## config.mk

```make
export PLATFORM = sky130hd
export DESIGN_NAME = chained_word_descrambler_flat
export DESIGN_NICKNAME = d
export VERILOG_FILES = /design/src/hdl/cwd_pkg.sv /design/src/hdl/cwd_in_if.sv /design/src/hdl/cwd_out_if.sv /design/src/hdl/cwd_pair.sv /design/src/hdl/cwd_unscr.sv /design/src/hdl/chained_word_descrambler.sv /design/src/flat_wrapper.sv
export SDC_FILE = /design/constraint.sdc
export NUM_CORES = 1
export LEC_CHECK = 0
export BUFFER_PORTS_ARGS = -buffer_cell sky130_fd_sc_hd__buf_4
export CAP_MARGIN = 20
export CORE_MARGIN = 8
export CORE_UTILIZATION = 60
export DETAILED_ROUTE_END_ITERATION = 10
export MAX_ROUTING_LAYER = met4
export PLACE_DENSITY = 0.92
export SLEW_MARGIN = 20
export SYNTH_ARGS = -nofsm -noshare
export SYNTH_HDL_FRONTEND = slang
export SYNTH_SLANG_ARGS = --single-unit
```

## constraint.sdc

```tcl
create_clock -name i_clk -period 11.05 [get_ports i_clk]
set_clock_uncertainty 0.15 [all_clocks]
set_input_delay 3.315 -clock i_clk [delete_from_list [all_inputs] [get_ports i_clk]]
set_output_delay 3.315 -clock i_clk [all_outputs]
set_load 0.02 [all_outputs]
```

## src/hdl/cwd_pkg.sv

```systemverilog
// ----------------------------------------------------------------------------
// cwd_pkg
// shared types, tables and the word descramble function
// ----------------------------------------------------------------------------
`default_nettype none

package cwd_pkg;

    localparam int OFF_W  = 23;
    localparam int WORD_W = 16;
    localparam int PC_W   = 24;
    localparam int CFG_IDX_W = 1;

    localparam logic [CFG_IDX_W-1:0] CFG_KEY_A = 1'd0;
    localparam logic [CFG_IDX_W-1:0] CFG_KEY_B = 1'd1;

    localparam logic [1:0] KEY_T0 = 2'd0;
    localparam logic [1:0] KEY_T1 = 2'd1;
    localparam logic [1:0] KEY_T2 = 2'd2;

    localparam logic [5:0] TYPE0_KEY = 6'h3a;

    typedef logic [3:0] t_perm [16];

    localparam t_perm PERM_SEL [4] = '{
        '{4'd1,  4'd2,  4'd0,  4'd14, 4'd12, 4'd15, 4'd4,  4'd8,
          4'd13, 4'd7,  4'd3,  4'd6,  4'd11, 4'd5,  4'd10, 4'd9},
        '{4'd14, 4'd10, 4'd4,  4'd15, 4'd1,  4'd6,  4'd12, 4'd11,
          4'd8,  4'd0,  4'd9,  4'd13, 4'd7,  4'd3,  4'd5,  4'd2},
        '{4'd2,  4'd13, 4'd15, 4'd1,  4'd12, 4'd8,  4'd14, 4'd4,
          4'd6,  4'd0,  4'd9,  4'd5,  4'd10, 4'd7,  4'd3,  4'd11},
        '{4'd3,  4'd8,  4'd1,  4'd13, 4'd14, 4'd4,  4'd15, 4'd0,
          4'd10, 4'd2,  4'd7,  4'd12, 4'd6,  4'd11, 4'd9,  4'd5}
    };

    localparam t_perm PERM_FINAL = '{
        4'd2, 4'd6, 4'd0, 4'd11, 4'd14, 4'd12, 4'd7, 4'd10,
        4'd5, 4'd4, 4'd8, 4'd3,  4'd9,  4'd1,  4'd13, 4'd15};

    typedef struct packed {
        logic              chain;
        logic [WORD_W-1:0] prev_cipher;
        logic [WORD_W-1:0] prev_plain;
    } t_pair_ctx;

    // entry i gives the source bit of result bit 15-i
    function automatic logic [WORD_W-1:0] permute(input logic [WORD_W-1:0] v,
                                                  input t_perm tab);
        logic [WORD_W-1:0] r;
        r = '0;
        for (int i = 0; i < WORD_W; i++) begin
            r[WORD_W-1-i] = v[tab[i]];
        end
        return r;
    endfunction

    function automatic logic [WORD_W-1:0] descramble(input logic [WORD_W-1:0] ka,
                                                     input logic [WORD_W-1:0] kb,
                                                     input logic [WORD_W-1:0] pe,
                                                     input logic [WORD_W-1:0] pd,
                                                     input logic [WORD_W-1:0] w);
        logic [1:0]        swap;
        logic [1:0]        typ;
        logic [WORD_W-1:0] res;
        logic [5:0]        k6;
        logic [4:0]        k5;
        logic [5:0]        lo;
        logic [4:0]        mid;
        logic [4:0]        top;
        logic [WORD_W-1:0] ka_sh;
        swap = {pd[8], pd[7]};
        typ  = {pd[12], pd[2]};
        res  = permute(w, PERM_SEL[swap]) ^ kb;

        case (typ)
            KEY_T0:  k6 = TYPE0_KEY;
            KEY_T1:  k6 = {pe[15], pe[8], pe[3], pd[1], pd[1], pd[0]};
            KEY_T2:  k6 = {pe[14], pe[13], pe[3], pe[7], pd[5], pe[5]};
            default: k6 = {pd[11], pe[2], pd[4], pe[6], pe[9], pe[0]};
        endcase
        lo  = res[5:0] + (k6 ^ ka[5:0]);
        res = {res[15:6], lo} ^ ka;

        case (typ)
            KEY_T0:  k5 = {res[4], res[5], w[5], res[2], w[9]};
            KEY_T1:  k5 = {pd[12], res[1], pd[14], pe[4], pd[2]};
            KEY_T2:  k5 = {pd[7], res[0], pd[15], pd[6], pe[6]};
            default: k5 = {pe[10], pd[1], pe[5], pd[9], pd[2]};
        endcase
        k5    = k5 ^ ka[4:0];
        mid   = res[10:6] + k5;
        top   = res[15:11] + k5;
        ka_sh = WORD_W'(ka << 6) | WORD_W'(ka << 11);
        res   = {top, mid, res[5:0]} ^ ka_sh;

        return permute(res, PERM_FINAL);
    endfunction

endpackage

`default_nettype wire

```

## src/hdl/cwd_in_if.sv

```systemverilog
// ----------------------------------------------------------------------------
// cwd_in_if
// input channel: encrypted write with offset and program counter
// ----------------------------------------------------------------------------
`default_nettype none

interface cwd_in_if;
    logic                       valid;
    logic                       ready;
    logic [cwd_pkg::OFF_W-1:0]  word_offset;
    logic [cwd_pkg::WORD_W-1:0] cipher_word;
    logic [cwd_pkg::PC_W-1:0]   program_counter;

    modport source (output valid, output word_offset, output cipher_word,
                    output program_counter, input ready);
    modport sink   (input valid, input word_offset, input cipher_word,
                    input program_counter, output ready);
endinterface

`default_nettype wire

```

## src/hdl/cwd_out_if.sv

```systemverilog
// ----------------------------------------------------------------------------
// cwd_out_if
// output channel: decrypted word
// ----------------------------------------------------------------------------
`default_nettype none

interface cwd_out_if;
    logic                       valid;
    logic                       ready;
    logic [cwd_pkg::WORD_W-1:0] plain_word;

    modport source (output valid, output plain_word, input ready);
    modport sink   (input valid, input plain_word, output ready);
endinterface

`default_nettype wire

```

## src/hdl/cwd_pair.sv

```systemverilog
// ----------------------------------------------------------------------------
// cwd_pair
// pair start tracking and chain detection
// ----------------------------------------------------------------------------
`default_nettype none

module cwd_pair (
    input  wire logic                       i_clk,
    input  wire logic                       i_rst_n,
    input  wire logic                       i_upd,
    input  wire logic [cwd_pkg::OFF_W-1:0]  i_off,
    input  wire logic [cwd_pkg::WORD_W-1:0] i_word,
    input  wire logic [cwd_pkg::PC_W-1:0]   i_pc,
    input  wire logic [cwd_pkg::WORD_W-1:0] i_plain,
    output cwd_pkg::t_pair_ctx              o_ctx
);
    import cwd_pkg::*;

    logic [PC_W-1:0]   r_pair_pc;
    logic [OFF_W-1:0]  r_pair_off;
    logic [WORD_W-1:0] r_prev_cipher;
    logic [WORD_W-1:0] r_prev_plain;
    logic              chain;

    // offset compare without wrap
    assign chain = (r_pair_pc == i_pc) &&
                   ({1'b0, i_off} == ({1'b0, r_pair_off} + (OFF_W + 1)'(1)));

    assign o_ctx = {chain,
                    chain ? r_prev_cipher : '0,
                    chain ? r_prev_plain : '0};

    always_ff @(posedge i_clk) begin
        if (!i_rst_n) begin
            r_pair_pc     <= '0;
            r_pair_off    <= '0;
            r_prev_cipher <= '0;
            r_prev_plain  <= '0;
        end else if (i_upd) begin
            if (chain) begin
                r_pair_pc <= '0;
            end else begin
                r_pair_pc     <= i_pc;
                r_pair_off    <= i_off;
                r_prev_cipher <= i_word;
                r_prev_plain  <= i_plain;
            end
        end
    end

endmodule

`default_nettype wire

```

## src/hdl/cwd_unscr.sv

```systemverilog
// ----------------------------------------------------------------------------
// cwd_unscr
// one-pass word descramble from keys and pair context
// ----------------------------------------------------------------------------
`default_nettype none

module cwd_unscr (
    input  wire logic [cwd_pkg::WORD_W-1:0] i_key_a,
    input  wire logic [cwd_pkg::WORD_W-1:0] i_key_b,
    input  wire cwd_pkg::t_pair_ctx         i_ctx,
    input  wire logic [cwd_pkg::WORD_W-1:0] i_word,
    output logic      [cwd_pkg::WORD_W-1:0] o_plain
);
    import cwd_pkg::*;

    assign o_plain = descramble(i_key_a, i_key_b, i_ctx.prev_cipher,
                                i_ctx.prev_plain, i_word);

endmodule

`default_nettype wire

```

## src/hdl/chained_word_descrambler.sv

```systemverilog
// ----------------------------------------------------------------------------
// chained_word_descrambler
// decrypts video memory writes, chaining on program counter and offset
// path: an input transfer loads the input register, then the result register
// throughput: one transfer per cycle unless the result side stalls; the pair
//   state and both pipeline registers update together so a chained word
//   follows its start directly
// reset: synchronous active low, clears valids, keys and pair state
// ----------------------------------------------------------------------------
`default_nettype none

module chained_word_descrambler (
    input  wire logic                          i_clk,
    input  wire logic                          i_rst_n,
    cwd_in_if.sink                             i_in,
    cwd_out_if.source                          o_out,
    input  wire logic                          i_cfg_we,
    input  wire logic [cwd_pkg::CFG_IDX_W-1:0] i_cfg_idx,
    input  wire logic [cwd_pkg::WORD_W-1:0]    i_cfg_data
);
    import cwd_pkg::*;

    logic              cfg_key_a;
    logic [WORD_W-1:0] r_ka;
    logic [WORD_W-1:0] r_kb;

    logic              r_s1_vld;
    logic [OFF_W-1:0]  r_s1_off;
    logic [WORD_W-1:0] r_s1_word;
    logic [PC_W-1:0]   r_s1_pc;

    logic              r_out_vld;
    logic [WORD_W-1:0] r_out_plain;

    logic              s1_adv;
    logic              s1_fire;
    logic              in_fire;
    logic [WORD_W-1:0] n_plain;
    t_pair_ctx         ctx;

    assign s1_adv     = !r_out_vld || o_out.ready;
    assign s1_fire    = r_s1_vld && s1_adv;
    assign i_in.ready = !r_s1_vld || s1_adv;
    assign in_fire    = i_in.valid && i_in.ready;

    assign o_out.valid      = r_out_vld;
    assign o_out.plain_word = r_out_plain;

    assign cfg_key_a = (i_cfg_idx == CFG_KEY_A);

    always_ff @(posedge i_clk) begin
        if (!i_rst_n) begin
            r_ka <= '0;
            r_kb <= '0;
        end else if (i_cfg_we) begin
            if (cfg_key_a) begin
                r_ka <= i_cfg_data;
            end else if (i_cfg_idx == CFG_KEY_B) begin
                r_kb <= i_cfg_data;
            end
        end
    end

    cwd_pair u_pair (
        .i_clk   (i_clk),
        .i_rst_n (i_rst_n),
        .i_upd   (s1_fire),
        .i_off   (r_s1_off),
        .i_word  (r_s1_word),
        .i_pc    (r_s1_pc),
        .i_plain (n_plain),
        .o_ctx   (ctx)
    );

    cwd_unscr u_unscr (
        .i_key_a (r_ka),
        .i_key_b (r_kb),
        .i_ctx   (ctx),
        .i_word  (r_s1_word),
        .o_plain (n_plain)
    );

    // input register
    always_ff @(posedge i_clk) begin
        if (!i_rst_n) begin
            r_s1_vld <= 1'b0;
        end else if (i_in.ready) begin
            r_s1_vld <= i_in.valid;
        end
    end

    always_ff @(posedge i_clk) begin
        if (in_fire) begin
            r_s1_off  <= i_in.word_offset;
            r_s1_word <= i_in.cipher_word;
            r_s1_pc   <= i_in.program_counter;
        end
    end

    // result register
    always_ff @(posedge i_clk) begin
        if (!i_rst_n) begin
            r_out_vld <= 1'b0;
        end else if (s1_adv) begin
            r_out_vld <= r_s1_vld;
        end
    end

    always_ff @(posedge i_clk) begin
        if (s1_fire) begin
            r_out_plain <= n_plain;
        end
    end

`ifndef SYNTHESIS
    a_rst_clears_out: assert property (@(posedge i_clk)
        !i_rst_n |=> !r_out_vld)
        else $error("result valid set after reset");

    a_fire_gives_out: assert property (@(posedge i_clk) disable iff (!i_rst_n)
        s1_fire |=> r_out_vld && r_out_plain == $past(n_plain))
        else $error("stage transfer lost its result");

    a_stall_holds_s1: assert property (@(posedge i_clk) disable iff (!i_rst_n)
        r_s1_vld && !s1_adv |=> r_s1_vld && $stable(r_s1_word) && $stable(r_s1_pc))
        else $error("stalled input register changed");

    a_no_accept_full: assert property (@(posedge i_clk) disable iff (!i_rst_n)
        r_s1_vld && r_out_vld && !o_out.ready |-> !i_in.ready)
        else $error("transfer taken while both stages are full");
`endif

endmodule

`default_nettype wire

```

## src/flat_wrapper.sv

```systemverilog
// flat-port wrapper written by rule: the top's interface ports become plain ports
module chained_word_descrambler_flat import cwd_pkg::*;
  (i_clk, i_rst_n, i_cfg_we, i_cfg_idx, i_cfg_data, i_in_valid, i_in_word_offset, i_in_cipher_word, i_in_program_counter, i_in_ready, o_out_valid, o_out_plain_word, o_out_ready);
  cwd_in_if i_in_i ();
  cwd_out_if o_out_i ();
  input  wire logic i_clk;
  input  wire logic i_rst_n;
  input  wire logic i_cfg_we;
  input  wire logic [cwd_pkg::CFG_IDX_W-1:0] i_cfg_idx;
  input  wire logic [cwd_pkg::WORD_W-1:0] i_cfg_data;
  input wire logic [$bits(i_in_i.valid)-1:0] i_in_valid;
  input wire logic [$bits(i_in_i.word_offset)-1:0] i_in_word_offset;
  input wire logic [$bits(i_in_i.cipher_word)-1:0] i_in_cipher_word;
  input wire logic [$bits(i_in_i.program_counter)-1:0] i_in_program_counter;
  output wire logic [$bits(i_in_i.ready)-1:0] i_in_ready;
  output wire logic [$bits(o_out_i.valid)-1:0] o_out_valid;
  output wire logic [$bits(o_out_i.plain_word)-1:0] o_out_plain_word;
  input wire logic [$bits(o_out_i.ready)-1:0] o_out_ready;
  assign i_in_i.valid = i_in_valid;
  assign i_in_i.word_offset = i_in_word_offset;
  assign i_in_i.cipher_word = i_in_cipher_word;
  assign i_in_i.program_counter = i_in_program_counter;
  assign i_in_ready = i_in_i.ready;
  assign o_out_valid = o_out_i.valid;
  assign o_out_plain_word = o_out_i.plain_word;
  assign o_out_i.ready = o_out_ready;
  chained_word_descrambler u_core (.i_clk(i_clk), .i_rst_n(i_rst_n), .i_in(i_in_i), .o_out(o_out_i), .i_cfg_we(i_cfg_we), .i_cfg_idx(i_cfg_idx), .i_cfg_data(i_cfg_data));
endmodule
```

* Word level (Yosys, flattened, before mapping) *
Cells that the tools add are included.
Widths: inputs -> output; s select.

operators by class
  $add $sub $neg = 4
  order comparisons = 17
  equal/unequal tests = 4
  mux-type cells = 40
  bitwise logic cells = 9
  reductions and logical operators = 11

operators by type and width
  operator               number
  $bmux 64 s2            1
  $mux 64                2
  $lt 4x5->1 const B     16
  $bmux 1 s4             16
  $xor 16x16->16         3
  $mux 16                2
  $add 23x1->24 const B  1
  $eq 23x24->1           1
  $eq 24x24->1           1
  $mux 24                1
  $pmux 6 s3             1
  $mux 1                 16
  $or 16x16->16          1
  $pmux 5 s3             1
  $add 5x5->5            2
  $add 6x6->6            1
  $reduce_and 2->1       3
  $xor 6x6->6            1
  $xor 5x5->5            1
  $ge 3x3->1 const B     1
  $logic_and 1x1->1      3
  $not 2->3              1
  $eq 2x1->1 const B     1
  $eq 2x2->1 const B     1
  4 further kinds        7

word-level totals
  bits in registers = 192
  bits of input ports = 85
  output and inout bits = 18
  word-level logic and storage cells = 97

* Logic depth before layout (Yosys ltp) *
  depth after elaboration = 17
  depth in mapped cells = 36
  gate-level depth less buffers = 32

* Hierarchy *
Synthesis repeated with hierarchy kept, for this count alone.

second synthesis, totals
  cell total of the unflattened synthesis = 1025
  area, all modules = 10935.5 sq um

by module, submodules not included
  module                    times used  cells each  area each (sq um)  seq. area each (sq um)
  cwd_pair                  1           584         4959.8             1581.5
  chained_word_descrambler  1           212         3699.8             3052.9
  cwd_unscr                 1           229         2275.9             0.0

* Least setup slack after synthesis *
Ideal clock, no wire load.

  kind = flip-flop to flip-flop
  start point = register u_core.u_pair.r_pair_off[0]
  end point = register u_core.r_out_plain[8] (netlist: u_core.o_out.plain_word[8]), data pin
  setup time = 266 ps
  arrival = 7348 ps
  required time = 10634 ps
  setup slack = 3287 ps
  cell stages (with the launch flop) = 32
  path buffers = 4
  period minus slack after synthesis = 7763 ps
  cell sequence = dfxtp_1 ha_1 nand3_2 nor4_2 and4_1 o22ai_1 or4_4 or4_1 buf_2 buf_2 ha_1 clkbuf_1 clkbuf_1 mux4_2 mux4_2 xor2_1 ha_1 inv_1 fa_1 xnor2_1 xnor2_1 inv_1 a21oi_1 o21ai_0 xnor2_1 fa_1 inv_1 a21o_1 a21oi_1 xnor2_1 xnor2_1 xor2_1

between the ends
  word-level cells in the longest chain between the ends = 17
  elaborated cells between the ends (all ways) = 43
  those cells by class = add/sub (3); eq/ne (3); mux (29); bitwise (6); reduce/logical (2)

RTL lines
  what                                        RTL line                         source
  start: declaration                          cwd_pair.sv:20                   logic [OFF_W-1:0] r_pair_off;
  start signal: assignment                    cwd_pair.sv:44                   r_pair_off <= i_off;
  $add 23x1->24 (*)                           cwd_pair.sv:27                   ({1'b0, i_off} == ({1'b0, r_pair_off} + (OFF_W + 1)'(1)));
  $eq 23x24->1 (*)                            cwd_pair.sv:27
  $logic_and 1x1->1 (*)                       cwd_pair.sv:26                   assign chain = (r_pair_pc == i_pc) &&
  $mux 16                                     cwd_pair.sv:31                   chain ? r_prev_plain : '0};
  $not 2->3 (not written as such)             cwd_pkg.sv:73                    res = permute(w, PERM_SEL[swap]) ^ kb;
  $bmux 64 s2                                 cwd_pkg.sv:73
  $mux 64 (not written as such) (2 in a row)  cwd_pkg.sv:73
  $bmux 1 s4                                  cwd_pkg.sv:52                    r[WORD_W-1-i] = v[tab[i]];
  $mux 1 (not written as such)                cwd_pkg.sv:52
  $xor 16x16->16                              cwd_pkg.sv:73
  $add 6x6->6                                 cwd_pkg.sv:81                    lo = res[5:0] + (k6 ^ ka[5:0]);
  $xor 16x16->16                              cwd_pkg.sv:82                    res = {res[15:6], lo} ^ ka;
  $pmux 5 s3                                  cwd_pkg.sv:84                    case (typ)
  $xor 5x5->5                                 cwd_pkg.sv:90                    k5 = k5 ^ ka[4:0];
  $add 5x5->5 (*)                             cwd_pkg.sv:91                    mid = res[10:6] + k5;
  $xor 16x16->16 (*)                          cwd_pkg.sv:94                    res = {top, mid, res[5:0]} ^ ka_sh;
  named net u_core.n_plain[8]                 chained_word_descrambler.sv:38   logic [WORD_W-1:0] n_plain;
  end signal: assignment                      chained_word_descrambler.sv:111  r_out_plain <= n_plain;
  end: declaration                            chained_word_descrambler.sv:33   logic [WORD_W-1:0] r_out_plain;

The timed path passes the listed nets; every way through them passes the cells marked *. The select of a mux whose other input is x is not followed.
A chain may end at the register's enable or synchronous reset.

* Final worst setup path *
  start point = register u_core.u_pair.r_pair_off[0]
  end point = register u_core.u_pair.r_prev_plain[8]

between the ends
  word-level cells in the longest chain between the ends = 17
  elaborated cells between the ends (all ways) = 45
  those cells by class = add/sub (3); eq/ne (3); mux (29); bitwise (7); reduce/logical (3)

RTL lines
  what                                        RTL line        source
  $add 23x1->24 (*)                           cwd_pair.sv:27
  $eq 23x24->1 (*)                            cwd_pair.sv:27
  $logic_and 1x1->1 (*)                       cwd_pair.sv:26
  $mux 16                                     cwd_pair.sv:31
  $not 2->3 (not written as such)             cwd_pkg.sv:73
  $bmux 64 s2                                 cwd_pkg.sv:73
  $mux 64 (not written as such) (2 in a row)  cwd_pkg.sv:73
  $bmux 1 s4                                  cwd_pkg.sv:52
  $mux 1 (not written as such)                cwd_pkg.sv:52
  $xor 16x16->16                              cwd_pkg.sv:73
  $add 6x6->6                                 cwd_pkg.sv:81
  $xor 16x16->16                              cwd_pkg.sv:82
  $pmux 5 s3                                  cwd_pkg.sv:84
  $xor 5x5->5                                 cwd_pkg.sv:90
  $add 5x5->5                                 cwd_pkg.sv:91
  $xor 16x16->16                              cwd_pkg.sv:94
  end signal: assignment                      cwd_pair.sv:46  r_prev_plain <= i_plain;
  end: declaration                            cwd_pair.sv:22  logic [WORD_W-1:0] r_prev_plain;

Mark *: on every way between the ends. The rest lies on a longest branch, timed or not. The select of a mux whose other input is x is not followed.

==> impl_metrics.env <==
export IMPL_die_h_um=147.4
export IMPL_r2r_setup_slack_ns=2.64
export IMPL_final_max_slew_viol_count=0
export IMPL_total_power_mw=1.787
export IMPL_p_leak_nw=4.563
export IMPL_synth_flop_cell="dfxtp_1"
export IMPL_wire_per_inst_um=18.95
export IMPL_critPathMaxFanout=25
export IMPL_yosysSeqAreaShare_pct=43.58
export IMPL_rsz0062_at_grt="false"
export IMPL_core_um2=17120
export IMPL_synth_edf_count=79
export IMPL_critPathLaunchType="register"
export IMPL_rows=48
export IMPL_die_area_um2=21730
export IMPL_post_route_util_pct=69.08
export IMPL_clock_root_buffer="clkbuf_16"
export IMPL_syn_cell_area_um2=10360
export IMPL_min_path_type="register to register"
export IMPL_start_util_pct=60.52
export IMPL_drtIter0Drc=869
export IMPL_hold_depth=2
export IMPL_yosysTopAreaCellShare_pct=22.90
export IMPL_design_area_um2=11820
export IMPL_clk_path_buf_depth=2
export IMPL_num_vias=8183
export IMPL_insertion_delay_ns=0.45
export IMPL_critPathSlowestCell="ha_1"
export IMPL_cpMostUsedCell="xnor2_1"
export IMPL_synth_top_cell_by_area="edfxtp_1"
export IMPL_cpPeakStageDelay_ns=0.71
export IMPL_ios=103
export IMPL_crit_type="register to register"
export IMPL_area_growth_pct=14.14
export IMPL_worstPathRequired_ns=11.21
export IMPL_post_dp_cell_area_um2=11180
export IMPL_ys_warn_count=0
export IMPL_fmax_mhz=119.0
export IMPL_fin_crit_sh_pct=76.07
export IMPL_hold_viol_final=0
export IMPL_grt_pass1_wl_mm=41.77
export IMPL_globalplace_congestion=0.9344
export IMPL_dp_hpwl_mm=17.67
export IMPL_crit_arrival_ns=8.57
export IMPL_final_setup_viol_count=0
export IMPL_met1_usage_pct=30.86
export IMPL_antenna_cells=0
export IMPL_peakVddDrop_v=0.00009525
export IMPL_syn_inst=1047
export IMPL_synthArstFlopShare_pct=0
export IMPL_cts_tree="yes"
export IMPL_portBuffers=102
export IMPL_tightest_slew_ns=1.036
export IMPL_cts_hold_buf=0
export IMPL_use_met2_pct=37.34
export IMPL_drtPass1Iterations=8
export IMPL_route_detailed_drc=0
export IMPL_fin_setup_tns_ns=0
export IMPL_antenna_found_initial=0
export IMPL_synth_area_leaders="edfxtp_1 23%, dfxtp_1 21%, nand2_1 7.2%"
export IMPL_cts_resized=0
export IMPL_status="completed"
export IMPL_htree_num_levels=4
export IMPL_cts_sinks=186
export IMPL_gr_usage_met3_pct=5.686
export IMPL_grt_usage_pct=24.36
export IMPL_synthesis_area_per_instance_um2=9.894
export IMPL_synth_common_cells="200 x nand2_1, 107 x dfxtp_1, 98 x a21boi_0"
export IMPL_grt_busiest_layer="met2"
export IMPL_cts_setup_buffers=0
export IMPL_power_per_cell_area_nw_per_um2=151.1
export IMPL_grt_pass1_vias=8190
export IMPL_nets=1208
export IMPL_synth_most_common_cell="nand2_1"
export IMPL_drtAntennaViolNets=0
export IMPL_grt_max_degree=108
export IMPL_period_needed_ns=8.406
export IMPL_synth_seq_cells=186
export IMPL_synth_nets=1155
export IMPL_wirelength_mm=25.36
export IMPL_die_x_um=147.4
export IMPL_cts_buffers=17
export IMPL_path_clk_slew_ns=0.08
export IMPL_synth_cell_types=69
export IMPL_drv_cap=0
export IMPL_overflow=0
export IMPL_ff2ff_path_depth=29
export IMPL_via_per_inst=6.116
export IMPL_crit_path_end_kind="register"
export IMPL_max_slew_margin_pct=30.93
export IMPL_drive_gt1_share_pct=16.98
## worst paths after layout
path | from | to
max | u_core.u_pair.r_pair_off[0] | u_core.u_pair.r_prev_plain[8]
min reg2reg | u_core.u_pair.r_prev_cipher[4] | u_core.u_pair.r_prev_cipher[4]
min | u_core.u_pair.r_prev_cipher[4] | u_core.u_pair.r_prev_cipher[4]
max reg2reg | u_core.u_pair.r_pair_off[0] | u_core.u_pair.r_prev_plain[8]
## metal layers
metal | routed length [µm] | share of wire [%]
met3 | 1959 | 7.7
met1 | 10660 | 42
met4 | 731 | 2.9
met2 | 12000 | 47
met5 | 0 | 0
## area by class of cell
cell class              instances  area (µm²)
multi-input cells             760        5461
repair buffers                111       833.3
fillers                      1210        5293
well taps                     225       281.5
flip-flops and latches        186        4514
inverters                      24       90.09
clock inverters                15       217.7
clock buffers                  17       425.4
## cells in the final DEF, fill, tap and decap left out, types with 18 or more instances in the layout
cell type,instances
dfxtp_1,107
a21oi_1,25
ha_1,20
nand2_1,199
xnor2_1,60
a21boi_0,98
buf_4,111
nor2_1,33
inv_1,23
edfxtp_1,79
mux2i_1,31
mux4_2,28
xor2_1,61
nand3_1,44
nor4_1,18
## logic make-up after synthesis
kind of cell	synth area share, %
AO/OA/AOI/OAI	12.59
XOR/XNOR	10.45
adder cells (fa/ha/maj)	2.996
buffers and inverters	3.889
flip-flops	43.58
multiplexers	9.772
AND/OR/NAND/NOR	16.73
## sequential cells by signal (all words and copies together) (netlist names)
| name | count |
|---|---|
| u_core.r_ka | 16 |
| u_core.r_s1_word | 16 |
| u_core.r_s1_vld | 1 |
| u_core.o_out.valid | 1 |
| u_core.u_pair.r_pair_off | 23 |
| u_core.r_s1_off | 23 |
| u_core.o_out.plain_word | 16 |
| u_core.r_s1_pc | 24 |
| u_core.u_pair.r_pair_pc | 24 |
| u_core.r_kb | 16 |
| u_core.u_pair.r_prev_plain | 13 |
| u_core.u_pair.r_prev_cipher | 13 |
## critical path, delay by kind of cell, from the launching register on
family | cells | cell delay [ns]
xor+xnor | 8 | 1.61
fa+ha+maj | 5 | 1.85
simple gates | 4 | 1.36
mux | 2 | 1.07
buf+inv | 4 | 0.45
compound gates | 6 | 1.34
flops | 1 | 0.44
## power by group
group	switching (mW)	internal, mW	leakage, nW
Sequential	0.0461	0.774	1.64
Clock	0.329	0.318	0.304
Combinational	0.173	0.147	2.62
## stage by stage
stage                     instances  setup WS (ns)  hold slack (ns)
after floorplan                1047          3.287           0.2928
after global placement         1306          2.935           0.3011
after detailed placement       1306          2.744           0.3086
after CTS                      1338          2.706           0.3185
after global routing           1338          1.872           0.3485
final                          1338          2.644           0.3147
No activity file was read; power rests on OpenSTA's default activity.
